**src/rtl/core/ipv4ddp_pkg.sv**
```systemverilog
package ipv4ddp_pkg;

    // Parser phases; codes above PH_DONE are never reached.
    typedef enum logic [2:0] {
        PH_LEAD   = 3'd0,
        PH_START  = 3'd1,
        PH_DIGITS = 3'd2,
        PH_TRAIL  = 3'd3,
        PH_DONE   = 3'd4
    } phase_t;

    // Result status codes.
    localparam logic [1:0] ST_OK       = 2'd0;
    localparam logic [1:0] ST_MALFORM  = 2'd1;
    localparam logic [1:0] ST_TOOLARGE = 2'd2;

    // Character constants.
    localparam logic [7:0] CH_NUL   = 8'h00;
    localparam logic [7:0] CH_SPACE = 8'h20;
    localparam logic [7:0] CH_TAB   = 8'h09;
    localparam logic [7:0] CH_CR    = 8'h0D;
    localparam logic [7:0] CH_LF    = 8'h0A;
    localparam logic [7:0] CH_DOT   = 8'h2E;
    localparam logic [7:0] CH_ZERO  = 8'h30;
    localparam logic [7:0] CH_NINE  = 8'h39;

    localparam logic [11:0] PART_MAX   = 12'd255;
    localparam logic [1:0]  LAST_PART  = 2'd3;
    localparam logic [31:0] ADDR_ERROR = 32'hFFFF_FFFF;

    // Complete parser state.
    typedef struct packed {
        phase_t      phase;
        logic [1:0]  part_index;
        logic [7:0]  part_acc;
        logic [31:0] address;
        logic [1:0]  error_code;
    } parse_state_t;

    // One finished result handed from the parser to the output register.
    typedef struct packed {
        logic [1:0]  status;
        logic [31:0] address;
    } parse_result_t;

endpackage

```
**src/rtl/core/ipv4ddp_core.sv**
```systemverilog
module ipv4ddp_core
(
    input  logic                       clk,
    input  logic                       rst_n,
    input  logic                       step_en,
    input  logic [7:0]                 char_in,
    input  logic                       last_char,
    output ipv4ddp_pkg::parse_result_t result
);

    ipv4ddp_pkg::parse_state_t state_reg;
    ipv4ddp_pkg::parse_state_t state_next;
    ipv4ddp_pkg::parse_state_t taken;
    ipv4ddp_pkg::parse_state_t ended;

    function automatic logic is_space(input logic [7:0] c);
        return (c == ipv4ddp_pkg::CH_SPACE) || (c == ipv4ddp_pkg::CH_TAB) ||
               (c == ipv4ddp_pkg::CH_CR) || (c == ipv4ddp_pkg::CH_LF);
    endfunction

    function automatic logic is_digit(input logic [7:0] c);
        return (c >= ipv4ddp_pkg::CH_ZERO) && (c <= ipv4ddp_pkg::CH_NINE);
    endfunction

    // Merge the current part into its byte lane of the address.
    function automatic logic [31:0] commit(input ipv4ddp_pkg::parse_state_t s);
        return s.address | ({24'd0, s.part_acc} << {s.part_index, 3'b000});
    endfunction

    // Judge the text as ended at the current position.
    function automatic ipv4ddp_pkg::parse_state_t end_text(
        input ipv4ddp_pkg::parse_state_t s);
        ipv4ddp_pkg::parse_state_t r;
        r = s;
        case (s.phase)
            ipv4ddp_pkg::PH_DIGITS:
            begin
                if (s.part_index == ipv4ddp_pkg::LAST_PART)
                begin
                    r.address = commit(s);
                end
                else
                begin
                    r.error_code = ipv4ddp_pkg::ST_MALFORM;
                end
                r.phase = ipv4ddp_pkg::PH_DONE;
            end
            ipv4ddp_pkg::PH_TRAIL:
            begin
                r.phase = ipv4ddp_pkg::PH_DONE;
            end
            ipv4ddp_pkg::PH_DONE:
            begin
                r = s;
            end
            default:
            begin
                r.error_code = ipv4ddp_pkg::ST_MALFORM;
                r.phase      = ipv4ddp_pkg::PH_DONE;
            end
        endcase
        return r;
    endfunction

    // Apply one character to the state.
    function automatic ipv4ddp_pkg::parse_state_t take_char(
        input ipv4ddp_pkg::parse_state_t s, input logic [7:0] c);
        ipv4ddp_pkg::parse_state_t r;
        logic [11:0]               val;
        logic [7:0]                digit;
        r     = s;
        digit = c - ipv4ddp_pkg::CH_ZERO;
        val   = ({4'd0, s.part_acc} << 3) + ({4'd0, s.part_acc} << 1) + {4'd0, digit};
        if (s.phase == ipv4ddp_pkg::PH_DONE)
        begin
            r = s;
        end
        else if (c == ipv4ddp_pkg::CH_NUL)
        begin
            r = end_text(s);
        end
        else
        begin
            case (s.phase)
                ipv4ddp_pkg::PH_LEAD, ipv4ddp_pkg::PH_START:
                begin
                    if ((s.phase == ipv4ddp_pkg::PH_LEAD) && is_space(c))
                    begin
                        r = s;
                    end
                    else if (is_digit(c))
                    begin
                        r.part_acc = digit;
                        r.phase    = ipv4ddp_pkg::PH_DIGITS;
                    end
                    else
                    begin
                        r.error_code = ipv4ddp_pkg::ST_MALFORM;
                        r.phase      = ipv4ddp_pkg::PH_DONE;
                    end
                end
                ipv4ddp_pkg::PH_DIGITS:
                begin
                    if (is_digit(c))
                    begin
                        if (val > ipv4ddp_pkg::PART_MAX)
                        begin
                            r.error_code = ipv4ddp_pkg::ST_TOOLARGE;
                            r.phase      = ipv4ddp_pkg::PH_DONE;
                        end
                        else
                        begin
                            r.part_acc = val[7:0];
                        end
                    end
                    else if ((c == ipv4ddp_pkg::CH_DOT) &&
                             (s.part_index != ipv4ddp_pkg::LAST_PART))
                    begin
                        r.address    = commit(s);
                        r.part_index = s.part_index + 2'd1;
                        r.part_acc   = 8'd0;
                        r.phase      = ipv4ddp_pkg::PH_START;
                    end
                    else if (is_space(c) && (s.part_index == ipv4ddp_pkg::LAST_PART))
                    begin
                        r.address = commit(s);
                        r.phase   = ipv4ddp_pkg::PH_TRAIL;
                    end
                    else
                    begin
                        r.error_code = ipv4ddp_pkg::ST_MALFORM;
                        r.phase      = ipv4ddp_pkg::PH_DONE;
                    end
                end
                ipv4ddp_pkg::PH_TRAIL:
                begin
                    if (!is_space(c))
                    begin
                        r.error_code = ipv4ddp_pkg::ST_MALFORM;
                        r.phase      = ipv4ddp_pkg::PH_DONE;
                    end
                end
                default:
                begin
                    r.error_code = ipv4ddp_pkg::ST_MALFORM;
                    r.phase      = ipv4ddp_pkg::PH_DONE;
                end
            endcase
        end
        return r;
    endfunction

    // Next state: apply the character, and restart after the last one.
    always_comb
    begin
        taken      = take_char(state_reg, char_in);
        ended      = end_text(taken);
        state_next = state_reg;
        if (step_en)
        begin
            if (last_char)
            begin
                state_next.phase      = ipv4ddp_pkg::PH_LEAD;
                state_next.part_index = 2'd0;
                state_next.part_acc   = 8'd0;
                state_next.address    = 32'd0;
                state_next.error_code = ipv4ddp_pkg::ST_OK;
            end
            else
            begin
                state_next = taken;
            end
        end
    end

    // Result of the text as judged after this character.
    always_comb
    begin
        result.status  = ended.error_code;
        result.address = (ended.error_code != ipv4ddp_pkg::ST_OK) ?
                         ipv4ddp_pkg::ADDR_ERROR : ended.address;
    end

    // Parser state register.
    always_ff @(posedge clk or negedge rst_n)
    begin
        if (!rst_n)
        begin
            state_reg.phase      <= ipv4ddp_pkg::PH_LEAD;
            state_reg.part_index <= 2'd0;
            state_reg.part_acc   <= 8'd0;
            state_reg.address    <= 32'd0;
            state_reg.error_code <= ipv4ddp_pkg::ST_OK;
        end
        else
        begin
            state_reg <= state_next;
        end
    end

    // A failed text is always finished.
    assert property (@(posedge clk) disable iff (!rst_n)
        (state_reg.error_code != ipv4ddp_pkg::ST_OK) |->
        (state_reg.phase == ipv4ddp_pkg::PH_DONE))
        else $error("error recorded outside the finished phase");

    // The last word of a text returns the parser to its start state.
    assert property (@(posedge clk) disable iff (!rst_n)
        (step_en && last_char) |=>
        (state_reg.phase == ipv4ddp_pkg::PH_LEAD) && (state_reg.part_index == 2'd0) &&
        (state_reg.address == 32'd0) && (state_reg.error_code == ipv4ddp_pkg::ST_OK))
        else $error("parser not restarted after last word");

    // The error code never takes the unused value.
    assert property (@(posedge clk) disable iff (!rst_n)
        state_reg.error_code != 2'd3)
        else $error("invalid error code");

endmodule

```
**src/rtl/core/ipv4_dotted_decimal_parser.sv**
```systemverilog
// Strict dotted-decimal IPv4 parser, one text character per word.
// A result appears on out_valid at the edge where the last word leaves the input register.
// Throughput: one word per cycle; a last word waits in the input register only
// while the previous result is stalled at the output.
// Reset (rst_n, asynchronous, active low) empties both registers and puts the
// parser in its leading-whitespace phase.
module ipv4_dotted_decimal_parser
(
    input  logic        clk,
    input  logic        rst_n,
    input  logic        in_valid,
    output logic        in_stall,
    input  logic [7:0]  char_in,
    input  logic        last_char,
    output logic        out_valid,
    input  logic        out_stall,
    output logic [1:0]  status,
    output logic [31:0] address
);

    logic                       in_full_reg;
    logic                       in_full_next;
    logic [7:0]                 in_char_reg;
    logic                       in_last_reg;
    logic                       out_valid_reg;
    logic                       out_valid_next;
    logic [1:0]                 out_status_reg;
    logic [31:0]                out_address_reg;
    logic                       out_free;
    logic                       consume;
    logic                       in_accept;
    ipv4ddp_pkg::parse_result_t result;

    // A word leaves the input register unless it is a last word facing a stalled full output.
    assign out_free  = !out_valid_reg || !out_stall;
    assign consume   = in_full_reg && (!in_last_reg || out_free);
    assign in_stall  = in_full_reg && !consume;
    assign in_accept = in_valid && !in_stall;

    assign out_valid = out_valid_reg;
    assign status    = out_status_reg;
    assign address   = out_address_reg;

    ipv4ddp_core u_core
    (
        .clk       (clk),
        .rst_n     (rst_n),
        .step_en   (consume),
        .char_in   (in_char_reg),
        .last_char (in_last_reg),
        .result    (result)
    );

    // Occupancy of the input and output registers.
    always_comb
    begin
        in_full_next = in_accept ? 1'b1 : (consume ? 1'b0 : in_full_reg);
        if (consume && in_last_reg)
        begin
            out_valid_next = 1'b1;
        end
        else if (out_valid_reg && !out_stall)
        begin
            out_valid_next = 1'b0;
        end
        else
        begin
            out_valid_next = out_valid_reg;
        end
    end

    // Control registers.
    always_ff @(posedge clk or negedge rst_n)
    begin
        if (!rst_n)
        begin
            in_full_reg   <= 1'b0;
            out_valid_reg <= 1'b0;
        end
        else
        begin
            in_full_reg   <= in_full_next;
            out_valid_reg <= out_valid_next;
        end
    end

    // Payload registers.
    always_ff @(posedge clk)
    begin
        if (in_accept)
        begin
            in_char_reg <= char_in;
            in_last_reg <= last_char;
        end
        if (consume && in_last_reg)
        begin
            out_status_reg  <= result.status;
            out_address_reg <= result.address;
        end
    end

    // Input backs up only behind a held last word and a stalled result.
    assert property (@(posedge clk) disable iff (!rst_n)
        in_stall |-> (in_full_reg && in_last_reg && out_valid_reg && out_stall))
        else $error("input stalled without cause");

    // A failed result carries the all-ones address.
    assert property (@(posedge clk) disable iff (!rst_n)
        (out_valid_reg && (out_status_reg != ipv4ddp_pkg::ST_OK)) |->
        (out_address_reg == ipv4ddp_pkg::ADDR_ERROR))
        else $error("failed result without all-ones address");

    // A result is loaded whenever a last word is consumed.
    assert property (@(posedge clk) disable iff (!rst_n)
        (consume && in_last_reg) |=> out_valid_reg)
        else $error("result lost after last word");

endmodule
```
**config.mk**
```make
export PLATFORM = sky130hd
export DESIGN_NAME = ipv4_dotted_decimal_parser
export DESIGN_NICKNAME = d
export VERILOG_FILES = /design/src/rtl/core/ipv4ddp_pkg.sv /design/src/rtl/core/ipv4ddp_core.sv /design/src/rtl/core/ipv4_dotted_decimal_parser.sv
export SDC_FILE = /design/constraint.sdc
export NUM_CORES = 1
export LEC_CHECK = 0
export BUFFER_PORTS_ARGS = -buffer_cell sky130_fd_sc_hd__buf_4
export CAP_MARGIN = 40
export CORE_UTILIZATION = 45
export DETAILED_ROUTE_END_ITERATION = 16
export HOLD_SLACK_MARGIN = 0.12
export PLACE_DENSITY = 0.7
export SLEW_MARGIN = 20
export SYNTH_ARGS = -nofsm -noshare
export SYNTH_HDL_FRONTEND = slang
export SYNTH_SLANG_ARGS = --single-unit
```
**constraint.sdc**
```tcl
create_clock -name clk -period 5.8 [get_ports clk]
set_input_delay 0.29 -clock clk [delete_from_list [all_inputs] [get_ports clk]]
set_output_delay 0.29 -clock clk [all_outputs]
set_load 0.05 [all_outputs]
```
==> summary.md, run 1 <==
| Metric | Value |
|---|---|
| Clock power frac | between 30% and 40% |
| Core ar. | roughly 10000 µm² |
| Power Total | about 1.4 mW |
| Synthesized area | a little under 5000 µm² |
| Layout Cells excl Fill | around 690 |
| Synth unique cells | 65 |
| Sequential Power Share | approximately 50% |
| Area growth syn-to-layout | 16.19% |
| Grt ovf | 0 |
| Initial antenna violation count | 0 |
| Startpoint types | flop |
| Internal power | about 1 mW |
| MaxCap Viol Count | 0 |
| Worst setup path start | u_core.state_reg[36]$_DFFE_PN0P_ |
| Largest net degree at the start of global routing | 68 |
| Core Util, Final | 54.51% |
| Post-DRT Antenna Nets | 0 |
| Critical path's top delay family | compound AO/OA/AOI/OAI gates |
| Routed WL per cell | around 17 µm |
| I/O Buffers | 48 |
| Setup-failing EPs final | 0 |
| PwrDens | 253.9 nW/µm² |
| Worst reg2reg startpoint | u_core.state_reg[36]$_DFFE_PN0P_ |
| Syn_nets | between 500 and 600 |
| Critical path class | flop to flop |
| Reg clk slew, reported paths | around 0.10 ns |
| Starting Density | a little under half |
| Vias in the first global route | 3729 |
| Seq cells post-synth | a little over 90 |
| Hold Violations, Final | 0 |
| Yosys warnings | 0 |
| CTS buffer count | 9 |
| Antenna cells | 0 |
| Worst skew pair latency | 0.37 ns |
| Asr flop ratio synth | between 50% and 60% |
| DR pass1 iterations | 5 |
| Drt drc | 0 |
| Setup TNS | 0 ns |
| Commonest cells in the netlist | a21oi_1, nand2_1, dfrtp_1, nor2_1, edfxtp_1 |
| Site Rows | 37 |
| Clock Tree Root | clkbuf_8 |
| Setup bufs post-CTS | 0 |
| Setup Skew | 0.01653 ns |
| Final WL | 11360 µm |
| Count leader, synth | a21oi_1 |
| # fillers | approximately 930 |
| F_max | between 200 and 250 MHz |
| CP Cell Sequence | inv_1 > fa_1 > inv_1 > ha_1 > a211o_1 > a2111oi_0 > o211ai_1 > nand2_1 > nor2_1 > o221a_2 > nor4_4 > buf_4 > o211ai_1 |
| All-Layer GR Usage | roughly a fifth |
| Vias | 4003 |
| Starting DRT DRC Count | around 350 |
| Worst min path class | input port to flop |
| Measured slew at the worst slew-check pin | about 0.77 ns |
| Max reg flops | 47 |
| Max-slew violation count | 0 |
| Crit share post-route | between 70% and 80% |
| Post-layout minimum cycle time | ~4.3 ns |
| Post-synth top area share | 26.31% |
| Arrival @ worst endpoint | 4.38 ns |
| HP Start | out_stall |
| Relative slew slack | between 40% and 50% |
| RSZ-0062 raised after global routing | false |
| Sw Share | between 30% and 40% |
| Post-Syn Instances | slightly below 500 |
| Die Y | 106.4 µm |
| GPL Wtd Cong | 0.9456 |
| Io pins | 49 |
| H-Tree Depth | 3 |
| Critical path data required time | between 5 and 6 ns |
| First-pass GRT wire length | 18710 µm |
| Die width | about 110 µm |
| Largest area contributor in the netlist | edfxtp_1 |
| CTS tree | done |
| Net Switching | approximately 0.44 mW |
| Status | finished clean |
| # clock sinks | between 90 and 100 |
| Register area share after synthesis | around 51% |
| Clk buf depth | 2 |
| CP peak stage delay | slightly above 0.6 ns |
| Resize count post-CTS | 0 |
| Placed cell count | around 660 |
| VDD IR-drop max | ~150 µV |
| Main synth FF type | dfrtp_1 |
| Pleak | 2.389 nW |
| Top cells by area, synth | edfxtp_1, dfrtp_1, a21oi_1 |
| Syn avg cell area | approximately 10 µm² |
| Final net count | about 580 |
| Critical path buffers and inverters | 3 |
| Die ar. | around 11000 µm² |
| Part of the power in combinational logic | 17.2% |
| Post-DR vias/cell | 5.844 |
| CP Max Fanout | 32 |
| Worst setup EP type | flop |
| Crit-path slowest cell | dfrtp_1 |
| HPWL Detailed | a little under 8000 µm |
| Layout cell share with drive strength beyond 1 | ~15% |
| Number of flops mapped to enable cells by yosys | 43 |
## worst paths after layout
| kind | endpoint | slack [ns] | cells after the start |
|---|---|---|---|
| min in group asynchronous | u_core.state_reg[9]$_DFFE_PN0P_ | 0.47 | 2 |
| worst min register to register | u_core.state_reg[2]$_DFFE_PN0P_ | 0.50 | 2 |
| max in group asynchronous | u_core.state_reg[46]$_DFFE_PN0P_ | 4.89 | 2 |
| worst max-delay path | address[28]$_SDFFCE_PP1P_ | 1.51 | 13 |
| worst min-delay path | out_valid$_DFFE_PN0P_ | 0.14 | 2 |
| worst max register to register | address[28]$_SDFFCE_PP1P_ | 1.51 | 13 |
## cell usage in the layout, fill, tap and decap left out, types with 4 or more instances in the layout
master / count
a21o_1: 6
a21oi_1: 85
a22o_1: 5
buf_4: 50
clkbuf_8: 9
dfrtp_1: 49
dlygate4sd3_1: 11
edfxtp_1: 43
fa_1: 6
ha_1: 15
inv_1: 30
nand2_1: 51
nand2b_1: 9
nand3_1: 4
nor2_1: 48
nor2b_1: 6
nor3_1: 10
nor4_1: 4
o211ai_1: 10
o21ai_0: 11
o21ai_1: 13
or3_1: 4
## logic make-up after synthesis
family	count (synthesis)	synth area share [%]
fa+ha+maj	21	6.271
compound gates	162	20.19
simple gates	158	16.72
mux	1	0.2294
buf+inv	55	4.588
xor+xnor	4	0.7139
flops	92	51.29
## worst register-to-register path: cells and delay by family (launching register included)
family	cells	cell delay, ns
adder cells (fa/ha/maj)	2	0.86
flip-flops	1	0.61
buffers and inverters	3	0.60
AO/OA/AOI/OAI	5	1.50
AND/OR/NAND/NOR	3	0.47
## power groups by stage
stage | registers (mW) | logic [mW] | clock network, mW
2_1_floorplan | 0.814 | 0.113 | 0
3_3_place_gp | 0.758 | 0.238 | 0
3_5_place_dp | 0.760 | 0.242 | 0
4_1_cts | 0.746 | 0.248 | 0.461
5_1_grt | 0.749 | 0.271 | 0.487
6_report | 0.745 | 0.250 | 0.453
## what timing repair did
item	4_1_cts	5_1_grt
endpoints found under the hold margin	59	0
hold buffers	11	0
setup endpoints to repair	0	0
## area by class of cell
type	instances	area, µm²	area share (%)
clock buffers	9	123.9	2.172
inverters	30	112.6	1.975
well taps	136	170.2	2.984
flip-flops and latches	92	2517	44.14
clock inverters	7	90.09	1.580
multi-input cells	346	2173	38.11
repair buffers	65	515.5	9.039
## through the flow
step / area, µm² / setup WS, ns / hold slack (ns)
2_1_floorplan: 4908 / 2.004 / -0.005591
3_3_place_gp: 5349 / 1.746 / 0.3424
3_5_place_dp: 5364 / 1.629 / 0.3455
4_1_cts: 5688 / 1.612 / 0.1294
5_1_grt: 5703 / 1.147 / 0.1517
6_report: 5703 / 1.509 / 0.1422
## layer usage
metal  up-vias  global-route usage [%]  share of wire [%]
met2       181                   32.14                 46
met5         -                       0                  0
met3        24                   3.617                7.2
met4         0                   6.556                1.5
li1       1876                       -                  -
met1      1922                   31.05                 45
(Power assumes the default switching activity.)
==> run 2: changes to the inputs <==
Clock period 5.8 ns to 4.35 ns, I/O delays scaled along.
==> summary.md, run 2 (synthesis results as in run 1) <==
| Metric | Value |
|---|---|
| Status | finished clean |
| RSZ-0062 raised after global routing | false |
| Measured slew at the worst slew-check pin | 0.6896 ns (-0.07795 ns) |
| Design Area, Final | 5806 µm² (+1.8%) |
| Worst setup margin | 0.2191 ns (-1.290 ns) |
| Sequential Power Share | 51.1% (-0.4 points) |
| Vias | 3975 (-0.70%) |
| HPWL Detailed | 8352 µm (+5.0%) |
| Arrival @ worst endpoint | 4.23 ns (-0.15 ns) |
| Critical path class | flop to flop |
| CTS tree | done |
| Post-layout minimum cycle time | 4.131 ns (-0.1599 ns) |
| Worst reg2reg endpoint | address[24]$_SDFFCE_PP1P_ |
| PwrDens | 333.7 nW/µm² (+31%) |
| Clk buf depth | 2 (unchanged) |
| Post-DRT Antenna Nets | 0 (unchanged) |
| # clock sinks | 92 (unchanged) |
| Antenna cells | 0 (unchanged) |
| Max reg flops | 47 (unchanged) |
| # fillers | 950 (+2.3%) |
| Grt ovf | 0 (unchanged) |
| Routed WL per cell | 16.57 µm (about the same) |
| GPL Wtd Cong | 0.8973 (-5.1%) |
| Setup TNS | 0 ns (unchanged) |
| Layout cell share with drive strength beyond 1 | 17.14% (+1.7 points) |
| R2R Setup Slk | 0.22 ns (-1.29 ns) |
| CTS buffer count | 9 (unchanged) |
| Relative slew slack | 53.92% (+5.5 points) |
| F_max | 242.1 MHz (+3.9%) |
| Critical path data required time | 4.45 ns (-1.44 ns) |
| Setup Skew | 0.01545 ns (-0.001079 ns) |
| Drt drc | 0 (unchanged) |
| CP Max Fanout | 16 (-50%) |
| Setup-failing EPs final | 0 (unchanged) |
| First-pass GRT wire length | 18770 µm (+0.30%) |
| Final net count | 589 (+1.9%) |
| Io pins | 49 (unchanged) |
| DR pass1 iterations | 5 (unchanged) |
| VDD IR-drop max | 175.9 µV (+18%) |
| Worst skew pair latency | 0.37 ns (about the same) |
| Area growth syn-to-layout | 18.28% |
| Internal power | 1.354 mW (+34%) |
| Net Switching | 0.5838 mW (+34%) |
| I/O Buffers | 48 (unchanged) |
| Commonest non-fill, non-tap cells in the layout | a21oi_1, buf_4, nand2_1, dfrtp_1, nor2_1 |
| Die ar. | 11330 µm² (unchanged) |
| Die width | 106.4 µm (unchanged) |
| Vias in the first global route | 3750 (+0.56%) |
| Clock Tree Root | clkbuf_8 |
| Worst reg2reg path depth | 13 (unchanged) |
| H-Tree Depth | 3 (unchanged) |
| Starting Density | 46.91% (unchanged) |
| Reg clk slew, reported paths | 0.10 ns (about the same) |
| Core ar. | 10460 µm² (unchanged) |
| Most common cell after layout, fill and taps aside | a21oi_1 |
| Startpoint types | flop |
| Initial antenna violation count | 0 (unchanged) |
| Sw Share | 30.13% (about the same) |
| Max-slew violation count | 0 (unchanged) |
| Crit share post-route | 94.96% (+21 points) |
| Post-DR vias/cell | 5.711 (-2.3%) |
| Hold Violations, Final | 0 (unchanged) |
| Setup bufs post-CTS | 0 (unchanged) |
| Post-DP Area | 5443 µm² (+1.5%) |
| Worst reg2reg startpoint | u_core.state_reg[35]$_DFFE_PN0P_ |
| Pleak | 2.446 nW (+2.4%) |
| Largest net degree at the start of global routing | 50 (-26%) |
| MaxCap Viol Count | 0 (unchanged) |
| Die Y | 106.4 µm (unchanged) |
| Site Rows | 37 (unchanged) |
| Final WL | 11530 µm (+1.5%) |
| Clock power frac | 31.2% (about the same) |
| All-Layer GR Usage | 21.43% (+0.23 points) |
| Place WS | 0.2705 ns (-1.359 ns) |
| Starting DRT DRC Count | 291 (-17%) |
| Worst min path class | input port to asynchronous set/reset pin |
| Worst setup EP type | flop |
| Part of the power in combinational logic | 17.7% (+0.5 points) |
run 2: per-stage QoR:
step | utilization (%) | instances | total power, mW | hold WS (ns)
6_report | 55.49 | 696 | 1.937 | 0.3918
5_1_grt | 55.49 | 696 | 2.014 | 0.4333
4_1_cts | 55.21 | 694 | 1.943 | 0.4157
3_5_place_dp | 52.02 | 666 | 1.340 | 0.2735
3_3_place_gp | 51.91 | 665 | 1.332 | 0.2735
2_1_floorplan | - | 493 | 1.237 | -0.07809
run 2: layout make-up:
| class | instances | area, µm² | share of cell area [%] |
|---|---|---|---|
| flip-flops and latches | 92 | 2517 | 43.36 |
| multi-input cells | 346 | 2180 | 37.54 |
| repair buffers | 76 | 611.8 | 10.54 |
| well taps | 136 | 170.2 | 2.931 |
| clock buffers | 9 | 123.9 | 2.134 |
| inverters | 30 | 112.6 | 1.940 |
| clock inverters | 7 | 90.09 | 1.552 |
run 2: timing repair:
item / in CTS / in global routing
hold endpoints to repair: 60 / 0
resized for setup: 0 / 1
setup endpoints to repair: 0 / 1
hold buffers: 12 / 0
run 2: worst max-delay path, stage by stage (launching register included):
cell and delay (ns):
dfrtp_1 0.59, inv_1 0.18, fa_1 0.53, inv_1 0.04
ha_1 0.33, o21a_1 0.26, a2111oi_1 0.54, o21a_1 0.20
o2111a_1 0.24, nor3_1 0.07, o221a_2 0.29, nor4_4 0.23
buf_4 0.25, o211ai_1 0.11
run 2: worst max-delay path by stage:
stage	from	end	depth (start not counted)
2_1_floorplan	in_char_reg[4]$_DFFE_PP_	address[27]$_SDFFCE_PP1P_	15
3_3_place_gp	in_char_reg[4]$_DFFE_PP_	address[27]$_SDFFCE_PP1P_	15
3_5_place_dp	in_char_reg[4]$_DFFE_PP_	address[27]$_SDFFCE_PP1P_	13
4_1_cts	u_core.state_reg[35]$_DFFE_PN0P_	address[27]$_SDFFCE_PP1P_	11
5_1_grt	in_char_reg[4]$_DFFE_PP_	address[27]$_SDFFCE_PP1P_	15
6_report	u_core.state_reg[35]$_DFFE_PN0P_	address[24]$_SDFFCE_PP1P_	13
run 2: power groups by stage:
stage	sequential, mW	clock (mW)	combinational, mW
6_report	0.989	0.605	0.343
5_1_grt	0.993	0.649	0.372
4_1_cts	0.989	0.612	0.341
3_5_place_dp	1.01	0	0.332
3_3_place_gp	1.01	0	0.327
2_1_floorplan	1.09	0	0.151
run 2: routing by layer:
layer	GRT usage (%)	share of wire, %
met1	29.11	45
met2	35.48	49
met3	3.617	5.2
met4	5.871	1.1
met5	0	0
==> run 3: changes to the inputs <==
Settings changed: ABC_AREA set to 1, REMOVE_ABC_BUFFERS set to 1.
==> summary.md, run 3 <==
| Metric | Value |
|---|---|
| Register area share after synthesis | 45.52% (-5.8 points) |
| Critical path buffers and inverters | 4 (+1) |
| Worst reg2reg endpoint | address[24]$_SDFFCE_PP1P_ |
| Site Rows | 40 (+8.1%) |
| Worst setup EP type | flop |
| Critical path class | flop to flop |
| Setup-failing EPs final | 0 (unchanged) |
| Post-DR vias/cell | 5.323 (-6.8%) |
| Layout cell share with drive strength beyond 1 | 20.26% (+3.1 points) |
| Place WS | 0.3066 ns (+0.03603 ns) |
| Most common cell after layout, fill and taps aside | nand2_1 |
| Crit path depth | 22 (+9) |
| Crit share post-route | 93.45% (-1.5 points) |
| Count leader, synth | nand2_1 |
| Max reg flops | 47 (unchanged) |
| DR pass1 iterations | 7 (+2) |
| Post-synth top area share | 23.35% (-3.0 points) |
| Worst setup margin | 0.2851 ns (+0.06599 ns) |
| Setup bufs post-CTS | 0 (unchanged) |
| All-Layer GR Usage | 21.46% (+0.032 points) |
| Io pins | 49 (unchanged) |
| H-Tree Depth | 3 (unchanged) |
| R2R Setup Slk | 0.29 ns (+0.07 ns) |
| Routed WL per cell | 15.28 µm (-7.8%) |
| CTS tree | done |
| Core Util, Final | 53.84% (-1.6 points) |
| Measured slew at the worst slew-check pin | 0.6580 ns (-0.03163 ns) |
| Startpoint types | flop |
| Worst reg2reg path depth | 22 (+9) |
| Power Total | 2.338 mW (+21%) |
| Hold Worst Slack | 0.4411 ns (+0.04930 ns) |
| # clock sinks | 92 (unchanged) |
| Post-DRT Antenna Nets | 0 (unchanged) |
| Largest net degree at the start of global routing | 50 (unchanged) |
| Antenna cells | 0 (unchanged) |
| Status | finished clean |
| CP Cell Sequence | inv_1 > ha_1 > inv_1 > fa_1 > inv_1 > ha_1 > or2_4 > nand3_2 > nand2_1 > nand2_1 > nand2_1 > nor2_4 > nand2_4 > nand2_2 > nand3_1 > nand2_2 > nand3_4 > nor2_8 > nor2_4 > nor2_8 > buf_4 > nand3_1 |
| MaxCap Viol Count | 0 (unchanged) |
| Final net count | 725 (+23%) |
| Worst skew pair latency | 0.35 ns (-0.02 ns) |
| Post-layout minimum cycle time | 4.065 ns (-0.06599 ns) |
| Starting DRT DRC Count | 387 (+33%) |
| Met3 wire len | 649 µm (+8.2%) |
| Yosys warnings | 0 (unchanged) |
| Initial antenna violation count | 0 (unchanged) |
| PwrDens | 361.5 nW/µm² (+8.3%) |
| Max-slew violation count | 0 (unchanged) |
| Max Used Layer | met4 |
| Commonest non-fill, non-tap cells in the layout | nand2_1, inv_1, buf_4, dfrtp_1, nor2_1 |
| CTS buffer count | 9 (unchanged) |
| Worst min path class | input port to asynchronous set/reset pin |
| Placed cell count | 814 (+22%) |
| End point of the critical path | address[24]$_SDFFCE_PP1P_ |
| Post-Syn Instances | 627 (+27%) |
| Grt ovf | 0 (unchanged) |
| RSZ-0062 raised after global routing | false |
| Syn avg cell area | 8.820 µm² (-11%) |
| Seq cells post-synth | 92 (unchanged) |
| # fillers | 1064 (+12%) |
| Top cells by area, synth | edfxtp_1, dfrtp_1, nand2_1 |
| CP Max Fanout | 16 (unchanged) |
| Arrival @ worst endpoint | 4.15 ns (-0.08 ns) |
| Hold Violations, Final | 0 (unchanged) |
| Setup TNS | 0 ns (unchanged) |
| GPL Wtd Cong | 0.8709 (-2.9%) |
| Setup Skew | 0.01277 ns (-0.002685 ns) |
| Post-DP Area | 6042 µm² (+11%) |
| First-pass GRT wire length | 21350 µm (+14%) |
| Wire length on met2 | 6275 µm (+12%) |
| Clk buf depth | 2 (unchanged) |
| Die ar. | 12740 µm² (+12%) |
| Critical path data required time | 4.44 ns (about the same) |
| Crit-path slowest cell | fa_1 |
| Largest area contributor in the netlist | edfxtp_1 |
| Worst setup path start | in_char_reg[4]$_DFFE_PP_ |
| VDD IR-drop max | 206.6 µV (+17%) |
| F_max | 246.0 MHz (+1.6%) |
| Commonest cells in the netlist | nand2_1, inv_1, dfrtp_1 |
| Main synth FF type | dfrtp_1 |
| Relative slew slack | 56.13% (+2.2 points) |
| I/O Buffers | 48 (unchanged) |
| Final WL | 12880 µm (+12%) |
| Synth unique cells | 46 (-29%) |
| Pleak | 3.097 nW (+27%) |
| Core ar. | 12010 µm² (+15%) |
| CP peak stage delay | 0.47 ns (-0.12 ns) |
| Starting Density | 46.04% (-0.87 points) |
| Asr flop ratio synth | 53.26% (unchanged) |
| Reg clk slew, reported paths | 0.07 ns (-0.03 ns) |
| Met1 Wirelength | 5704 µm (+9.7%) |
| Layout Cells excl Fill | 843 (+21%) |
| Synthesized area | 5530 µm² (+13%) |
| Clock Tree Root | clkbuf_16 |
| Vias | 4487 (+13%) |
| Vias in the first global route | 4378 (+17%) |
| Number of flops mapped to enable cells by yosys | 43 (unchanged) |
| Die Y | 112.9 µm (+6.0%) |
| Design Area, Final | 6467 µm² (+11%) |
| Die width | 112.9 µm (+6.0%) |
| Critical path's top delay family | simple AND/OR/NAND/NOR gates |
| HPWL Detailed | 9335 µm (+12%) |
| Area growth syn-to-layout | 16.95% |
| Worst reg2reg startpoint | in_char_reg[4]$_DFFE_PP_ |
| Drt drc | 0 (unchanged) |
-- run 3: changes by cell type after synthesis, moves of 21 or more --
cell / change
a21oi_1: -60
nand3_1: +21
inv_1: +68
nand2_1: +83
nand3_2: +31
o21ai_0: +27
-- run 3: layout make-up --
type                       instances  area [µm²]  area share [%]
clock buffer                      10       229.0           3.540
timing repair buffer              69       560.5           8.667
inverter                         109       409.1           6.326
multi-input combinational        410        2499           38.63
clock inverter                     6       68.82           1.064
tap                              147       183.9           2.844
sequential                        92        2517           38.92
-- run 3: how the worst min path moves through the flow --
stage / from / endpoint / slack (ns) / depth (start not counted)
2_1_floorplan: rst_n / in_full_reg$_DFFE_PN0P_ / -0.08 / 0
3_3_place_gp: rst_n / u_core.state_reg[24]$_DFFE_PN0P_ / 0.28 / 1
3_5_place_dp: rst_n / u_core.state_reg[24]$_DFFE_PN0P_ / 0.28 / 1
4_1_cts: rst_n / u_core.state_reg[24]$_DFFE_PN0P_ / 0.47 / 2
5_1_grt: rst_n / u_core.state_reg[25]$_DFFE_PN0P_ / 0.50 / 2
6_report: rst_n / u_core.state_reg[24]$_DFFE_PN0P_ / 0.44 / 2
-- run 3: cells by family (layout without fill, tap and decap cells) --
family                     count (synthesis)  count (layout)  share of synthesized area, %
AOI/OAI and AO/OA                        109             109                         12.10
xor gates and xnor gates                   6               6                        0.9502
adders and majority gates                 21              21                         5.566
DFF                                       92              92                         45.52
and+or+nand+nor                          274             274                         26.43
buffers and inverters                    125             194                         9.434
-- run 3: per-layer routing --
layer  track usage [%]  vias to the layer above
met3             4.392                       22
met4             8.509                        0
li1                  -                     2173
met1             28.05                     2167
met5                 0                        -
met2             35.14                      125
-- run 3: power breakdown --
group | leakage [nW] | total, mW | switching, mW | internal (mW)
clock network | 0.146 | 0.802 | 0.351 | 0.451
registers | 1.07 | 1.02 | 0.0236 | 0.994
logic | 1.88 | 0.519 | 0.362 | 0.156
total | 3.10 | 2.34 | 0.736 | 1.60
-- run 3: repair_timing --
action / in CTS / in global routing
hold endpoints to repair: 60 / 0
resized for setup: 0 / 0
endpoints found under the setup margin: 0 / 0
hold buffers: 12 / 0
